`src/design/assert_macros.svh`:
```
// Assertion macros shared by the generator RTL.
// Needs a clock named clk and a synchronous reset named rst in the including scope.
`ifndef ASSERT_MACROS_SVH
`define ASSERT_MACROS_SVH

// Check a property on every rising clock edge outside reset
`define ASSERT_CLK(label, prop, msg) \
  label: assert property (@(posedge clk) disable iff (rst) (prop)) else $error(msg);

// Check that a trigger is followed by a condition in the next cycle
`define ASSERT_NEXT(label, trig, cond, msg) \
  label: assert property (@(posedge clk) disable iff (rst) (trig) |=> (cond)) else $error(msg);

`endif

```
`src/design/skpg_pkg.sv`:
```
// Package for the sorted k-permutation generator: request codes, widths,
// controller state type and the command/status structs. No dependencies.
package skpg_pkg;

  localparam int MAX_ITEMS_DEF  = 8;
  localparam int VALUE_BITS_DEF = 16;
  localparam int CFG_W          = 4;
  localparam int POS_W          = 3;
  localparam int ADDR_W         = 3;
  localparam int DATA_W         = 32;

  // Request codes
  localparam logic [1:0] REQ_LOAD  = 2'd0;
  localparam logic [1:0] REQ_NEXT  = 2'd1;
  localparam logic [1:0] REQ_CLEAR = 2'd2;

  // Register word indexes
  localparam logic REG_ITEM_COUNT   = 1'b0;
  localparam logic REG_TUPLE_LENGTH = 1'b1;

  typedef enum logic [2:0] {
    ST_IDLE,
    ST_SCAN,
    ST_FILL,
    ST_EMIT,
    ST_EXH
  } skpg_state_t;

  typedef struct packed {
    logic load;
    logic clear;
    logic fill_init;
    logic scan_init;
    logic scan;
    logic fill;
    logic emit;
    logic emit_exh;
  } skpg_cmd_t;

  typedef struct packed {
    logic too_long;
    logic found;
    logic idx_last;
    logic idx_zero;
  } skpg_status_t;

endpackage

```
`src/design/sorted_k_permutation_generator_core.sv`:
```
// Load and clear requests leave the block idle and can be issued on consecutive cycles.
// A next request fills all k positions and then emits k elements for the first tuple;
// later ones scan back for a position to advance, fill the positions after it and emit
// k elements; the scan/fill sequencer finds one position per cycle. The exhausted result
// is a single result. Results appear in the cycle after the sequencer's emit step, one per
// cycle. Synchronous reset empties the store, restarts enumeration and sets both registers to 1.
`include "assert_macros.svh"

module sorted_k_permutation_generator_core import skpg_pkg::*; #(
  parameter int MAX_ITEMS  = MAX_ITEMS_DEF,
  parameter int VALUE_BITS = VALUE_BITS_DEF
) (
  input  logic                  clk,
  input  logic                  rst,
  input  logic                  start,
  output logic                  busy,
  input  logic [1:0]            req_type,
  input  logic [VALUE_BITS-1:0] value,
  output logic                  strobe,
  output logic [VALUE_BITS-1:0] element,
  output logic [POS_W-1:0]      position,
  output logic                  end_of_tuple,
  output logic                  exhausted,
  input  logic                  psel,
  input  logic                  penable,
  input  logic                  pwrite,
  input  logic [ADDR_W-1:0]     paddr,
  input  logic [DATA_W-1:0]     pwdata,
  output logic [DATA_W-1:0]     prdata,
  output logic                  pready
);

  logic [CFG_W-1:0] item_count;
  logic [CFG_W-1:0] tuple_length;
  logic             cfg_wr;
  skpg_cmd_t        cmd;
  skpg_status_t     status;

  assign pready = 1'b1;
  assign cfg_wr = psel & penable & pwrite;

  // Configuration registers
  always_ff @(posedge clk) begin
    if (rst) begin
      item_count   <= CFG_W'(1);
      tuple_length <= CFG_W'(1);
    end else if (cfg_wr) begin
      if (paddr[2] == REG_ITEM_COUNT) begin
        item_count <= pwdata[CFG_W-1:0];
      end else begin
        tuple_length <= pwdata[CFG_W-1:0];
      end
    end
  end

  // Register read
  assign prdata = (paddr[2] == REG_TUPLE_LENGTH) ? DATA_W'(tuple_length)
                                                 : DATA_W'(item_count);

  skpg_ctrl u_ctrl (
    .clk      (clk),
    .rst      (rst),
    .start    (start),
    .req_type (req_type),
    .cfg_wr   (cfg_wr),
    .status   (status),
    .cmd      (cmd),
    .busy     (busy)
  );

  skpg_dp #(
    .MAX_ITEMS  (MAX_ITEMS),
    .VALUE_BITS (VALUE_BITS)
  ) u_dp (
    .clk          (clk),
    .rst          (rst),
    .cmd          (cmd),
    .item_count   (item_count),
    .tuple_length (tuple_length),
    .value        (value),
    .status       (status),
    .strobe       (strobe),
    .element      (element),
    .position     (position),
    .end_of_tuple (end_of_tuple),
    .exhausted    (exhausted)
  );

  // Results only follow sequencer activity
  `ASSERT_CLK(a_strobe_after_busy, !strobe || $past(busy), "result without active request")
  // Accepted next request always occupies the sequencer
  `ASSERT_NEXT(a_next_busy, start && !busy && req_type == REQ_NEXT, busy, "next request not taken")
  // Tuple elements come out back to back
  `ASSERT_NEXT(a_tuple_contig, strobe && !end_of_tuple, strobe, "gap inside tuple")
  // Exhausted result stands alone
  `ASSERT_NEXT(a_exh_single, strobe && exhausted, !strobe, "repeated exhausted result")

endmodule

```
`src/design/skpg_dp.sv`:
```
// Datapath of the sorted k-permutation generator: sorted value store, chosen
// positions, used mask, step counter and result registers. Uses skpg_pkg.
module skpg_dp import skpg_pkg::*; #(
  parameter int MAX_ITEMS  = MAX_ITEMS_DEF,
  parameter int VALUE_BITS = VALUE_BITS_DEF
) (
  input  logic                  clk,
  input  logic                  rst,
  input  skpg_cmd_t             cmd,
  input  logic [CFG_W-1:0]      item_count,
  input  logic [CFG_W-1:0]      tuple_length,
  input  logic [VALUE_BITS-1:0] value,
  output skpg_status_t          status,
  output logic                  strobe,
  output logic [VALUE_BITS-1:0] element,
  output logic [POS_W-1:0]      position,
  output logic                  end_of_tuple,
  output logic                  exhausted
);

  localparam int IDX_W = $clog2(MAX_ITEMS);
  localparam int CNT_W = $clog2(MAX_ITEMS + 1);

  logic [VALUE_BITS-1:0] store [MAX_ITEMS];
  logic [VALUE_BITS-1:0] ins_val [MAX_ITEMS];
  logic [MAX_ITEMS-1:0]  ins_gt;
  logic [CNT_W-1:0]      loaded_count;
  logic [IDX_W-1:0]      chosen [MAX_ITEMS];
  logic [MAX_ITEMS-1:0]  used, used_next;
  logic [IDX_W-1:0]      idx, idx_next;
  logic [CNT_W-1:0]      n_eff;
  logic [IDX_W-1:0]      cur;
  logic [MAX_ITEMS-1:0]  used_wo;
  logic [MAX_ITEMS-1:0]  cand;
  logic [MAX_ITEMS-1:0]  free;
  logic [IDX_W-1:0]      scan_v;
  logic [IDX_W-1:0]      fill_c;
  logic                  found;
  logic                  idx_last;

  assign cur = chosen[idx];

  // Effective item count: smallest of register, loaded count and capacity
  always_comb begin
    if (int'(item_count) > MAX_ITEMS) begin
      n_eff = CNT_W'(MAX_ITEMS);
    end else begin
      n_eff = CNT_W'(item_count);
    end
    if (loaded_count < n_eff) begin
      n_eff = loaded_count;
    end
  end

  // Sorted insert: each entry keeps, takes the new value or takes its neighbor
  always_comb begin
    for (int j = 0; j < MAX_ITEMS; j++) begin
      ins_gt[j] = (j >= int'(loaded_count)) || (store[j] > value);
    end
    for (int j = 0; j < MAX_ITEMS; j++) begin
      if (!ins_gt[j]) begin
        ins_val[j] = store[j];
      end else if (j > 0 && ins_gt[(j > 0) ? j - 1 : 0]) begin
        ins_val[j] = store[(j > 0) ? j - 1 : 0];
      end else begin
        ins_val[j] = value;
      end
    end
  end

  // Candidate masks for the next free position above the current one
  always_comb begin
    used_wo = used;
    for (int b = 0; b < MAX_ITEMS; b++) begin
      if (b == int'(cur)) begin
        used_wo[b] = 1'b0;
      end
      cand[b] = !used_wo[b] && (b > int'(cur)) && (b < int'(n_eff));
      free[b] = !used[b] && (b < int'(n_eff));
    end
  end

  // Lowest set bit of each mask
  always_comb begin
    scan_v = '0;
    fill_c = '0;
    for (int b = MAX_ITEMS - 1; b >= 0; b--) begin
      if (cand[b]) begin
        scan_v = IDX_W'(b);
      end
      if (free[b]) begin
        fill_c = IDX_W'(b);
      end
    end
  end

  assign found    = |cand;
  assign idx_last = (CFG_W'(idx) == tuple_length - CFG_W'(1));

  assign status.too_long = (tuple_length == '0) || (int'(tuple_length) > int'(n_eff));
  assign status.found    = found;
  assign status.idx_last = idx_last;
  assign status.idx_zero = (idx == '0);

  // Next used mask and step counter
  always_comb begin
    used_next = used;
    idx_next  = idx;
    if (cmd.fill_init) begin
      used_next = '0;
      idx_next  = '0;
    end else if (cmd.scan_init) begin
      idx_next = IDX_W'(tuple_length - CFG_W'(1));
    end else if (cmd.scan) begin
      if (found) begin
        used_next = used_wo | (MAX_ITEMS'(1) << scan_v);
        idx_next  = idx_last ? '0 : idx + IDX_W'(1);
      end else begin
        used_next = used_wo;
        idx_next  = idx - IDX_W'(1);
      end
    end else if (cmd.fill) begin
      used_next = used | (MAX_ITEMS'(1) << fill_c);
      idx_next  = idx_last ? '0 : idx + IDX_W'(1);
    end else if (cmd.emit) begin
      idx_next = idx_last ? '0 : idx + IDX_W'(1);
    end
  end

  // Control registers
  always_ff @(posedge clk) begin
    if (rst) begin
      loaded_count <= '0;
      idx          <= '0;
      strobe       <= 1'b0;
    end else begin
      idx    <= idx_next;
      strobe <= cmd.emit | cmd.emit_exh;
      if (cmd.clear) begin
        loaded_count <= '0;
      end else if (cmd.load && int'(loaded_count) < MAX_ITEMS) begin
        loaded_count <= loaded_count + CNT_W'(1);
      end
    end
  end

  // Store, chosen positions, used mask and result fields
  always_ff @(posedge clk) begin
    used <= used_next;
    if (cmd.load && int'(loaded_count) < MAX_ITEMS) begin
      for (int j = 0; j < MAX_ITEMS; j++) begin
        store[j] <= ins_val[j];
      end
    end
    if (cmd.scan && found) begin
      chosen[idx] <= scan_v;
    end else if (cmd.fill) begin
      chosen[idx] <= fill_c;
    end
    if (cmd.emit) begin
      element      <= store[cur];
      position     <= POS_W'(idx);
      end_of_tuple <= idx_last;
      exhausted    <= 1'b0;
    end else if (cmd.emit_exh) begin
      element      <= '0;
      position     <= '0;
      end_of_tuple <= 1'b1;
      exhausted    <= 1'b1;
    end
  end

endmodule

```
`src/design/skpg_ctrl.sv`:
```
// Controller of the sorted k-permutation generator: request decode and the
// scan/fill/emit sequencer, with enumeration flags. Uses skpg_pkg.
module skpg_ctrl import skpg_pkg::*; (
  input  logic         clk,
  input  logic         rst,
  input  logic         start,
  input  logic [1:0]   req_type,
  input  logic         cfg_wr,
  input  skpg_status_t status,
  output skpg_cmd_t    cmd,
  output logic         busy
);

  skpg_state_t state, state_next;
  logic        started, started_next;
  logic        done, done_next;

  // State and enumeration flags
  always_ff @(posedge clk) begin
    if (rst) begin
      state   <= ST_IDLE;
      started <= 1'b0;
      done    <= 1'b0;
    end else begin
      state   <= state_next;
      started <= started_next;
      done    <= done_next;
    end
  end

  // Next state
  always_comb begin
    state_next   = state;
    started_next = started;
    done_next    = done;
    case (state)
      ST_IDLE: begin
        if (start) begin
          case (req_type)
            REQ_LOAD, REQ_CLEAR: begin
              started_next = 1'b0;
              done_next    = 1'b0;
            end
            REQ_NEXT: begin
              if (done) begin
                state_next = ST_EXH;
              end else if (status.too_long) begin
                done_next  = 1'b1;
                state_next = ST_EXH;
              end else if (!started) begin
                started_next = 1'b1;
                state_next   = ST_FILL;
              end else begin
                state_next = ST_SCAN;
              end
            end
            default: ;
          endcase
        end
      end
      ST_SCAN: begin
        if (status.found) begin
          state_next = status.idx_last ? ST_EMIT : ST_FILL;
        end else if (status.idx_zero) begin
          done_next  = 1'b1;
          state_next = ST_EXH;
        end
      end
      ST_FILL: begin
        if (status.idx_last) begin
          state_next = ST_EMIT;
        end
      end
      ST_EMIT: begin
        if (status.idx_last) begin
          state_next = ST_IDLE;
        end
      end
      ST_EXH: begin
        state_next = ST_IDLE;
      end
      default: begin
        state_next = ST_IDLE;
      end
    endcase
    // Register write restarts the enumeration
    if (cfg_wr) begin
      started_next = 1'b0;
      done_next    = 1'b0;
    end
  end

  // Datapath commands
  always_comb begin
    cmd  = '0;
    busy = (state != ST_IDLE);
    case (state)
      ST_IDLE: begin
        if (start) begin
          case (req_type)
            REQ_LOAD:  cmd.load  = 1'b1;
            REQ_CLEAR: cmd.clear = 1'b1;
            REQ_NEXT: begin
              if (!done && !status.too_long) begin
                if (!started) begin
                  cmd.fill_init = 1'b1;
                end else begin
                  cmd.scan_init = 1'b1;
                end
              end
            end
            default: ;
          endcase
        end
      end
      ST_SCAN: cmd.scan     = 1'b1;
      ST_FILL: cmd.fill     = 1'b1;
      ST_EMIT: cmd.emit     = 1'b1;
      ST_EXH:  cmd.emit_exh = 1'b1;
      default: ;
    endcase
  end

endmodule

```
`config.mk`:
```
export PLATFORM = sky130hd
export DESIGN_NAME = sorted_k_permutation_generator_core
export DESIGN_NICKNAME = d
export VERILOG_FILES = /design/src/design/skpg_pkg.sv /design/src/design/sorted_k_permutation_generator_core.sv /design/src/design/skpg_dp.sv /design/src/design/skpg_ctrl.sv
export VERILOG_INCLUDE_DIRS = /design/src /design/src/design
export SDC_FILE = /design/constraint.sdc
export NUM_CORES = 1
export LEC_CHECK = 0
export BUFFER_PORTS_ARGS = -buffer_cell sky130_fd_sc_hd__clkbuf_2
export CELL_PAD_IN_SITES_DETAIL_PLACEMENT = 2
export CELL_PAD_IN_SITES_GLOBAL_PLACEMENT = 2
export CORE_MARGIN = 2
export CORE_UTILIZATION = 43
export DETAILED_ROUTE_END_ITERATION = 7
export GPL_ROUTABILITY_DRIVEN = 0
export PLACE_DENSITY_LB_ADDON = 0.1
export SYNTH_ARGS = -nofsm -noshare
export SYNTH_HDL_FRONTEND = slang
export SYNTH_SLANG_ARGS = --single-unit
```
`constraint.sdc`:
```
create_clock -name clk -period 7.5 [get_ports clk]
set_input_delay 2.25 -clock clk [delete_from_list [all_inputs] [get_ports clk]]
set_output_delay 2.25 -clock clk [all_outputs]
set_load 0.03 [all_outputs]
```
==> out/results.txt, run 1 <==
outcome - finished clean
WL per Instance - 25.5 um
vias in the first global route - 11500
setup violators final - 0
Worst Reg-to-Reg Cells - 17
Fillers - 3138
ys async rst share - 0
synth warn - 0
vias per std cell - 6.00
Worst EP required - 7.78 ns
area grow syn2layout - 10.4%
Mean Syn Cell Area - 10.6 um^2
DRC Markers - 0
Synth area leaders - edfxtp_1 39%, ha_1 12%, mux2_2 10%, nand2_1 5.0%, dfxtp_1 4.9%
die width - 180 um
initial core utilization - 0.437
biggest area consumer among synthesized cells - edfxtp_1
post-CTS sizing - 0
#FFs+latches synth - 205
EDFF count, synth - 172
Power Dens Cells - 202 nW/um^2
drt first pass iters - 5
Max IR drop VDD - 148 uV
row count - 64
Port Buffers - 55
post-synth top area share - 0.386
first-pass GRT wire length - 68000 um
WP data arrival - 5.68 ns
core area - 30600 um^2
Rel. slew slack - 0.178
Max-cap violations - 0
die height - 180 um
n_diodes - 0
setup TNS - 0 ns
leak pwr - 5.72 nW
final period utilization - 0.719
CTS sink cnt - 205
H-tree depth - 1
initial antenna violation count - 0
Layout Nets - 1500
I/O pin cnt - 115
Final Hold Fails - 0
mapped cell area - 13400 um^2
hold crit path type - register to register
RSZ-0062 raised after global routing - no
Slew @ Worst Pin - 1.23 ns
Synth Instances - 1266
share of layout cells above drive strength 1 - 0.194
post-synthesis sequential area ratio - 0.436
fmax - 0.185 GHz
HPWL Detailed - 31800 um
minimum clock period - 5.40 ns
Post-Layout Cell Count - 1726
Post-CTS Setup Bufs - 0
CP endpoint kind - register
hold path depth - 1
final core occ - 0.482
total routed wirelength - 44100 um
Synth Flop Type - edfxtp_1
Total Power - 0.00298 W
clock-pin transition on the worst setup and hold timing paths - 0.06 ns
antenna-violating nets left - 0
Worst Path Max Fanout - 17
largest net degree at the start of global routing - 72
Reg area - 5830 um^2
via count - 10400
max-slew violation count - 0
Clk Tree Root Cell - clkbuf_16
gr usage total - 0.268
Clock Tree Buf Depth - 3
Post-Place Cells - 1683
DIE AREA - 32500 um^2
CTS Buf Count - 26
drt initial violations - 574
Yosys cell types - 72
CTS tree - built
WS Path Type - input pin to register
Hold-fix buffers, CTS - 0
Worst Clk Skew - 0.0141 ns
multi-input logic area - 7080 um^2
gr ovfl total - 0
clock latency at the later pin of the worst-skew pair - 0.54 ns
Worst setup SP type - input pin
[stage by stage]
step                      hold WS [ns]  setup slack [ns]  instance area, um^2
after global placement           0.454              1.67                14000
after detailed placement         0.469              1.53                14000
final                            0.473              2.10                14800
after CTS                        0.486              2.10                14800
after floorplan                  0.441              2.10                13500
after global routing             0.512              1.91                14800
[routing by layer]
layer | part of all wire | global-route usage | vias up
li1 | - | - | 4770
met1 | 0.43 | 0.340 | 5311
met2 | 0.51 | 0.489 | 216
met3 | 0.034 | 0.0299 | 55
met4 | 0.022 | 0.0590 | 0
met5 | 0 | 0 | -
[report_power, final]
part	leakage, nW	switching (W)	internal (W)
clock network	0.391	0.000496	0.000691
logic	3.49	0.000287	0.000151
registers	1.84	0.0000577	0.00130
[critical path, stage by stage]
cell and delay (ns):
clkbuf_2 0.22, inv_1 0.23, ha_1 0.37, a21o_1 0.18, a21oi_1 0.14, nor2b_1 0.06
o21ai_0 0.15, nand2b_1 0.08, a211oi_1 0.36, o22ai_1 0.19, o41ai_4 0.99, mux2_2 0.44
[cells in the final DEF, fill, tap and decap left out, types with 5 or more instances in the layout]
master     synthesis  routed
clkbuf_2           0      55
o21ai_0           32      32
nor4_1             5       5
nand3b_1           5       5
edfxtp_1         172     172
a21o_1            18      18
nand2_1          177     177
mux4_2             6       6
mux2_2           120     120
clkinv_2           0       7
inv_1             42      42
buf_4             30      19
o22ai_1            7       7
a311oi_1          18      18
conb_1             2      29
nand3_1           43      43
and3_1            19      19
nand4_1           22      22
nand2b_1          17      17
dfxtp_1           33      33
o21a_1            21      21
and2_1             7       7
a31oi_1           20      20
o211ai_1           8       8
nor2b_1           22      22
a21oi_1           56      54
nor2_1            81      81
ha_1             126     126
clkbuf_16          0      27
mux2i_1            6       6
nor3_1            18      18
a211oi_1          14      14
[flip-flops by register name, indices dropped and copies added (netlist names), 3 cells and up, named ones only]
name / cells
item_count: 4
tuple_length: 4
u_ctrl.state: 3
u_dp.chosen: 24
u_dp.element: 16
u_dp.idx: 3
u_dp.loaded_count: 4
u_dp.position: 3
u_dp.store: 128
u_dp.used: 8
[cell families (layout without fill, tap and decap cells)]
logic type               after synthesis  after routing  share of synthesized area
AND/OR/NAND/NOR                      433            433                      0.152
buffers and inverters                123            160                     0.0443
adder cells (fa/ha/maj)              126            126                      0.118
flip-flops                           205            205                      0.436
multiplexers                         136            136                      0.121
XOR/XNOR                               3              3                    0.00197
other                                  2             29                   0.000562
AO/OA/AOI/OAI                        238            238                      0.126
[final timing paths]
path                               from                           to  slack, ns
min            u_ctrl.done$_SDFFE_PP0P_     u_ctrl.done$_SDFFE_PP0P_       0.47
max reg2reg  item_count[3]$_SDFFE_PP0P_    u_dp.used[7]$_SDFFE_PP0P_       2.75
min reg2reg    u_ctrl.done$_SDFFE_PP0P_     u_ctrl.done$_SDFFE_PP0P_       0.47
max                            value[9]  u_dp.store[4][11]$_DFFE_PP_       2.10
[synth_stat cells, types with 22 or more instances]
cell type and instances:
a21oi_1 56, edfxtp_1 172, nor2_1 81, o21ai_0 32, dfxtp_1 33, ha_1 126, clkbuf_1 40, buf_4 30
mux2_2 120, nand3_1 43, nor2b_1 22, nand4_1 22, inv_1 42, nand2_1 177
[area by class of cell]
class                   instances  area share
clock buffers                  32      0.0477
clock inverters                11     0.00517
inverters                      43      0.0109
multi-input cells             965       0.480
well taps                     396      0.0336
repair buffers                 74      0.0283
flip-flops and latches        205       0.395
(Power assumes the default switching activity.)
==> run 2, diff against run 1 <==
--- a/config.mk
+++ b/config.mk
@@ -10,7 +10,7 @@
 export CELL_PAD_IN_SITES_DETAIL_PLACEMENT = 2
 export CELL_PAD_IN_SITES_GLOBAL_PLACEMENT = 2
 export CORE_MARGIN = 2
-export CORE_UTILIZATION = 43
+export CORE_UTILIZATION = 40
 export DETAILED_ROUTE_END_ITERATION = 7
 export GPL_ROUTABILITY_DRIVEN = 0
 export PLACE_DENSITY_LB_ADDON = 0.1
==> constraint.sdc (replaced) <==
create_clock -name clk -period 5.1 [get_ports clk]
set_input_delay 1.53 -clock clk [delete_from_list [all_inputs] [get_ports clk]]
set_output_delay 1.53 -clock clk [all_outputs]
set_load 0.03 [all_outputs]
==> out/results.txt, run 2 (synthesized netlist as in run 1, its figures left out) <==
slowest cell delay on critical path - 0.57 ns
crit path max-delay cell type - dfxtp_1
drt first pass iters - 5
start of the worst register-to-register path - item_count[3]$_SDFFE_PP0P_
max FFs per register - 128
die width - 187 um
most common library cell in the layout ignoring fill and taps - nand2_1
area grow syn2layout - 11.9%
met3 wire len - 1460 um
antenna-violating nets left - 0
clock share of power - 0.413
Setup crit start - item_count[3]$_SDFFE_PP0P_
Worst setup SP type - register
HPWL Detailed - 32400 um
Worst Path Max Fanout - 10
Reg area - 5830 um^2
Worst EP required - 5.56 ns
initial core utilization - 0.409
Hold Path Origin - u_ctrl.done$_SDFFE_PP0P_
minimum clock period - 4.61 ns
CP top delay family - compound AO/OA/AOI/OAI gates
Layout Nets - 1513
most frequent cells in the layout - 177 x nand2_1, 172 x edfxtp_1, 126 x ha_1
clock-pin transition on the worst setup and hold timing paths - 0.06 ns
min setup slack post-route - 0.494 ns
DIE AREA - 34900 um^2
Post-Place Cells - 1741
clock latency at the later pin of the worst-skew pair - 0.55 ns
Clock Tree Buf Depth - 3
Worst Clk Skew - 0.0130 ns
final core occ - 0.458
switching power - 0.00127 W
Post-Layout Cell Count - 1789
Power Dens Cells - 301 nW/um^2
CP endpoint kind - register
Hold-fix buffers, CTS - 0
RSZ-0062 raised after global routing - no
Finished Cell Area - 15000 um^2
Post-CTS Setup Bufs - 0
fmax - 0.217 GHz
via count - 10300
setup TNS - 0 ns
Slew @ Worst Pin - 1.12 ns
metal2 WL - 22200 um
setup violators final - 0
post-CTS sizing - 0
Rel. slew slack - 0.252
largest register by flop count - u_dp.store
vias per std cell - 5.77
max-slew violation count - 0
WL per Instance - 24.3 um
gr usage total - 0.251
sw frac - 0.281
Clk Tree Root Cell - clkbuf_16
r2r setup slk - 0.49 ns
Int Power - 0.00323 W
final period utilization - 0.903
outcome - finished clean
Placement Setup Slack - 0.473 ns
die height - 187 um
share of layout cells above drive strength 1 - 0.200
vias in the first global route - 11500
critical-path cell list - nor2b_1, inv_1, ha_1, o211ai_1, o21ai_4, mux2i_2, inv_1, ha_1, nor2b_1, o21a_1, o21a_1, o21ai_0, nand2_1, nor2_1, and3_1, mux2_2, a211oi_1
H-tree depth - 1
largest net degree at the start of global routing - 63
combinational power share - 0.143
multi-input logic area - 7080 um^2
WP data arrival - 5.07 ns
Fillers - 3445
core area - 32700 um^2
I/O pin cnt - 115
Flop pwr share - 0.444
Regs by FF count - u_dp.store x128, u_dp.chosen x24, u_dp.element x16
WS Path Type - register to register
Max IR drop VDD - 247 uV
highest routed layer - met4
Final Hold Fails - 0
CTS tree - built
leak pwr - 5.80 nW
drt initial violations - 540
initial antenna violation count - 0
CP bufs+invs - 2
first-pass GRT wire length - 68000 um
gr ovfl total - 0
metal1 wirelength - 18800 um
row count - 66
total routed wirelength - 43500 um
Port Buffers - 55
DRC Markers - 0
Area after DPL - 14100 um^2
CTS Buf Count - 27
hold crit path type - register to register
Max-cap violations - 0
CTS sink cnt - 205
n_diodes - 0
-- run 2: changes by cell type in the layout (fill, tap and decap cells not counted) --
cell / change
clkbuf_1: +2
clkinv_2: -1
clkinv_1: +3
buf_4: +12
bufinv_16: +1
clkbuf_8: -1
clkbuf_16: +1
-- run 2: routing by layer --
layer  up-vias  track usage
li1       4800            -
met1      5286        0.321
met2       179        0.449
met3        56       0.0299
met4         0       0.0626
met5         -            0
-- run 2: final cells by class --
| cell class | instances | area share |
|---|---|---|
| inverter | 43 | 0.0108 |
| tap | 442 | 0.0370 |
| clock inverter | 14 | 0.00753 |
| multi-input combinational | 965 | 0.473 |
| clock buffer | 34 | 0.0483 |
| timing repair buffer | 86 | 0.0340 |
| sequential | 205 | 0.389 |
-- run 2: metrics by stage --
step	total power, W	hold WS (ns)
final	0.00450	0.469
after global routing	0.00469	0.504
after CTS	0.00455	0.472
after detailed placement	0.00267	0.458
after global placement	0.00264	0.457
after floorplan	0.00244	0.441
-- run 2: power groups by stage --
stage	sequential [W]	combinational (W)	clock, W
after floorplan	0.00202	0.000421	0
after global placement	0.00203	0.000616	0
after detailed placement	0.00203	0.000642	0
after CTS	0.00200	0.000649	0.00190
after global routing	0.00201	0.000713	0.00196
final	0.00200	0.000643	0.00186
-- run 2: worst paths after layout --
path         cells past startpoint                  endpoint
max reg2reg                     17                  register
min                              1  u_ctrl.done$_SDFFE_PP0P_
max                             17                  register
min reg2reg                      1  u_ctrl.done$_SDFFE_PP0P_
-- run 2: worst reg2reg max path, stage by stage, from the launching register on --
cell and delay, ns:
dfxtp_1 0.57, nor2b_1 0.12, inv_1 0.12, ha_1 0.26, o211ai_1 0.22, o21ai_4 0.36, mux2i_2 0.38, inv_1 0.15
ha_1 0.31, nor2b_1 0.13, o21a_1 0.16, o21a_1 0.16, o21ai_0 0.27, nand2_1 0.15, nor2_1 0.21, and3_1 0.31
mux2_2 0.38, a211oi_1 0.24
==> run 3, diff against run 2 <==
--- a/config.mk
+++ b/config.mk
@@ -9,10 +9,11 @@
 export BUFFER_PORTS_ARGS = -buffer_cell sky130_fd_sc_hd__clkbuf_2
 export CELL_PAD_IN_SITES_DETAIL_PLACEMENT = 2
 export CELL_PAD_IN_SITES_GLOBAL_PLACEMENT = 2
-export CORE_MARGIN = 2
+export CORE_MARGIN = 8
 export CORE_UTILIZATION = 40
 export DETAILED_ROUTE_END_ITERATION = 7
 export GPL_ROUTABILITY_DRIVEN = 0
+export HOLD_SLACK_MARGIN = 0.08
 export PLACE_DENSITY_LB_ADDON = 0.1
 export SYNTH_ARGS = -nofsm -noshare
 export SYNTH_HDL_FRONTEND = slang
==> out/results.txt, run 3 (synthesized netlist as in run 1, its figures left out) <==
Hold Path Origin - u_dp.exhausted$_SDFFE_PP0N_
CTS tree - built
Power Dens Cells - 297 nW/um^2
Hold-fix buffers, CTS - 0
gr usage total - 0.229
Max IR drop VDD - 238 uV
Max-cap violations - 0
I/O pin cnt - 115
leak pwr - 5.81 nW
DRC Markers - 0
CP bufs+invs - 2
vias in the first global route - 11600
Worst setup SP type - register
initial antenna violation count - 0
Rel. slew slack - 0.442
fmax - 0.214 GHz
H-tree depth - 1
Post-CTS Setup Bufs - 0
post-CTS sizing - 0
minimum clock period - 4.67 ns
max FFs per register - 128
DIE AREA - 39500 um^2
WL per Instance - 25.0 um
sw frac - 0.288
Port Buffers - 55
slowest cell delay on critical path - 0.57 ns
outcome - finished clean
Slew @ Worst Pin - 0.819 ns
start of the worst register-to-register path - item_count[3]$_SDFFE_PP0P_
final hold slack - 0.518 ns
RSZ-0062 raised after global routing - no
initial core utilization - 0.403
most frequent cells in the layout - 177 x nand2_1, 172 x edfxtp_1, 126 x ha_1
critical-path cell list - nor2b_1, inv_1, ha_1, o211ai_1, o21ai_4, mux2i_2, inv_1, ha_1, nor2b_1, o21a_1, o21a_1, o21ai_0, nand2_1, nor2_1, and3_1, mux2_2, a211oi_1
row count - 67
setup violators final - 0
total routed wirelength - 45000 um
Int Power - 0.00317 W
WP data arrival - 5.11 ns
Setup crit start - item_count[3]$_SDFFE_PP0P_
CP endpoint kind - register
largest register by flop count - u_dp.store
setup TNS - 0 ns
HPWL Detailed - 33900 um
CTS Buf Count - 27
first-pass GRT wire length - 69600 um
die height - 199 um
antenna-violating nets left - 0
clock latency at the later pin of the worst-skew pair - 0.55 ns
Flop pwr share - 0.449
CP top delay family - compound AO/OA/AOI/OAI gates
Worst Clk Skew - 0.00909 ns
Clk Tree Root Cell - clkbuf_16
final core occ - 0.451
share of layout cells above drive strength 1 - 0.203
WS Path Type - register to register
vias per std cell - 5.75
drt initial violations - 409
max-slew violation count - 0
drt first pass iters - 4
Worst Path Max Fanout - 10
largest net degree at the start of global routing - 46
Clock Tree Buf Depth - 3
hold crit path type - register to register
clock-pin transition on the worst setup and hold timing paths - 0.06 ns
most common library cell in the layout ignoring fill and taps - nand2_1
clock share of power - 0.404
via count - 10400
CTS sink cnt - 205
n_diodes - 0
die width - 199 um
final period utilization - 0.915
Regs by FF count - u_dp.store x128, u_dp.chosen x24, u_dp.element x16
Final Hold Fails - 0
crit path max-delay cell type - dfxtp_1
switching power - 0.00128 W
gr ovfl total - 0
Layout Nets - 1517
Worst EP required - 5.54 ns
combinational power share - 0.147
core area - 33200 um^2
area grow syn2layout - 12.1%
run 3: layer usage:
| metal | share of wire | GRT usage |
|---|---|---|
| met2 | 0.50 | 0.414 |
| met1 | 0.43 | 0.275 |
| met3 | 0.031 | 0.0310 |
| met5 | 0 | 0 |
| met4 | 0.038 | 0.0832 |
run 3: layout make-up:
type / instances / area [um^2]
clock buffers: 34 / 712
clock inverters: 16 / 98.8
fillers: 3555 / 18200
inverters: 43 / 161
multi-input cells: 965 / 7080
flip-flops and latches: 205 / 5830
well taps: 448 / 561
repair buffers: 90 / 551
run 3: per-stage QoR:
| stage | setup slack [ns] | instance area (um^2) | power [W] | std cells |
|---|---|---|---|---|
| 6_report | 0.433 | 15000 | 0.00445 | 1801 |
| 3_5_place_dp | 0.440 | 14200 | 0.00268 | 1751 |
| 3_3_place_gp | 0.608 | 14200 | 0.00265 | 1751 |
| 5_1_grt | 0.114 | 15000 | 0.00462 | 1801 |
| 4_1_cts | 0.432 | 15000 | 0.00449 | 1801 |
| 2_1_floorplan | 0.824 | 13500 | 0.00244 | 1293 |
run 3: power by group through the flow:
| stage | logic (W) | registers (W) | clock network [W] |
|---|---|---|---|
| 3_5_place_dp | 0.000652 | 0.00203 | 0 |
| 5_1_grt | 0.000717 | 0.00201 | 0.00189 |
| 3_3_place_gp | 0.000624 | 0.00203 | 0 |
| 4_1_cts | 0.000659 | 0.00200 | 0.00184 |
| 6_report | 0.000654 | 0.00200 | 0.00180 |
| 2_1_floorplan | 0.000421 | 0.00202 | 0 |
run 3: worst register-to-register path, delay by kind of cell (launching register included):
kind / cells / cell delay [ns]
adder cells (fa/ha/maj): 2 / 0.58
flip-flops: 1 / 0.57
multiplexers: 2 / 0.78
AND/OR/NAND/NOR: 5 / 0.93
buffers and inverters: 2 / 0.28
AO/OA/AOI/OAI: 6 / 1.43
run 3: worst paths after layout:
check	end	slack [ns]	depth (start not counted)
worst min-delay path	u_dp.exhausted$_SDFFE_PP0N_	0.52	2
worst min register to register	u_dp.exhausted$_SDFFE_PP0N_	0.52	2
worst max-delay path	register	0.43	17
worst max register to register	register	0.43	17
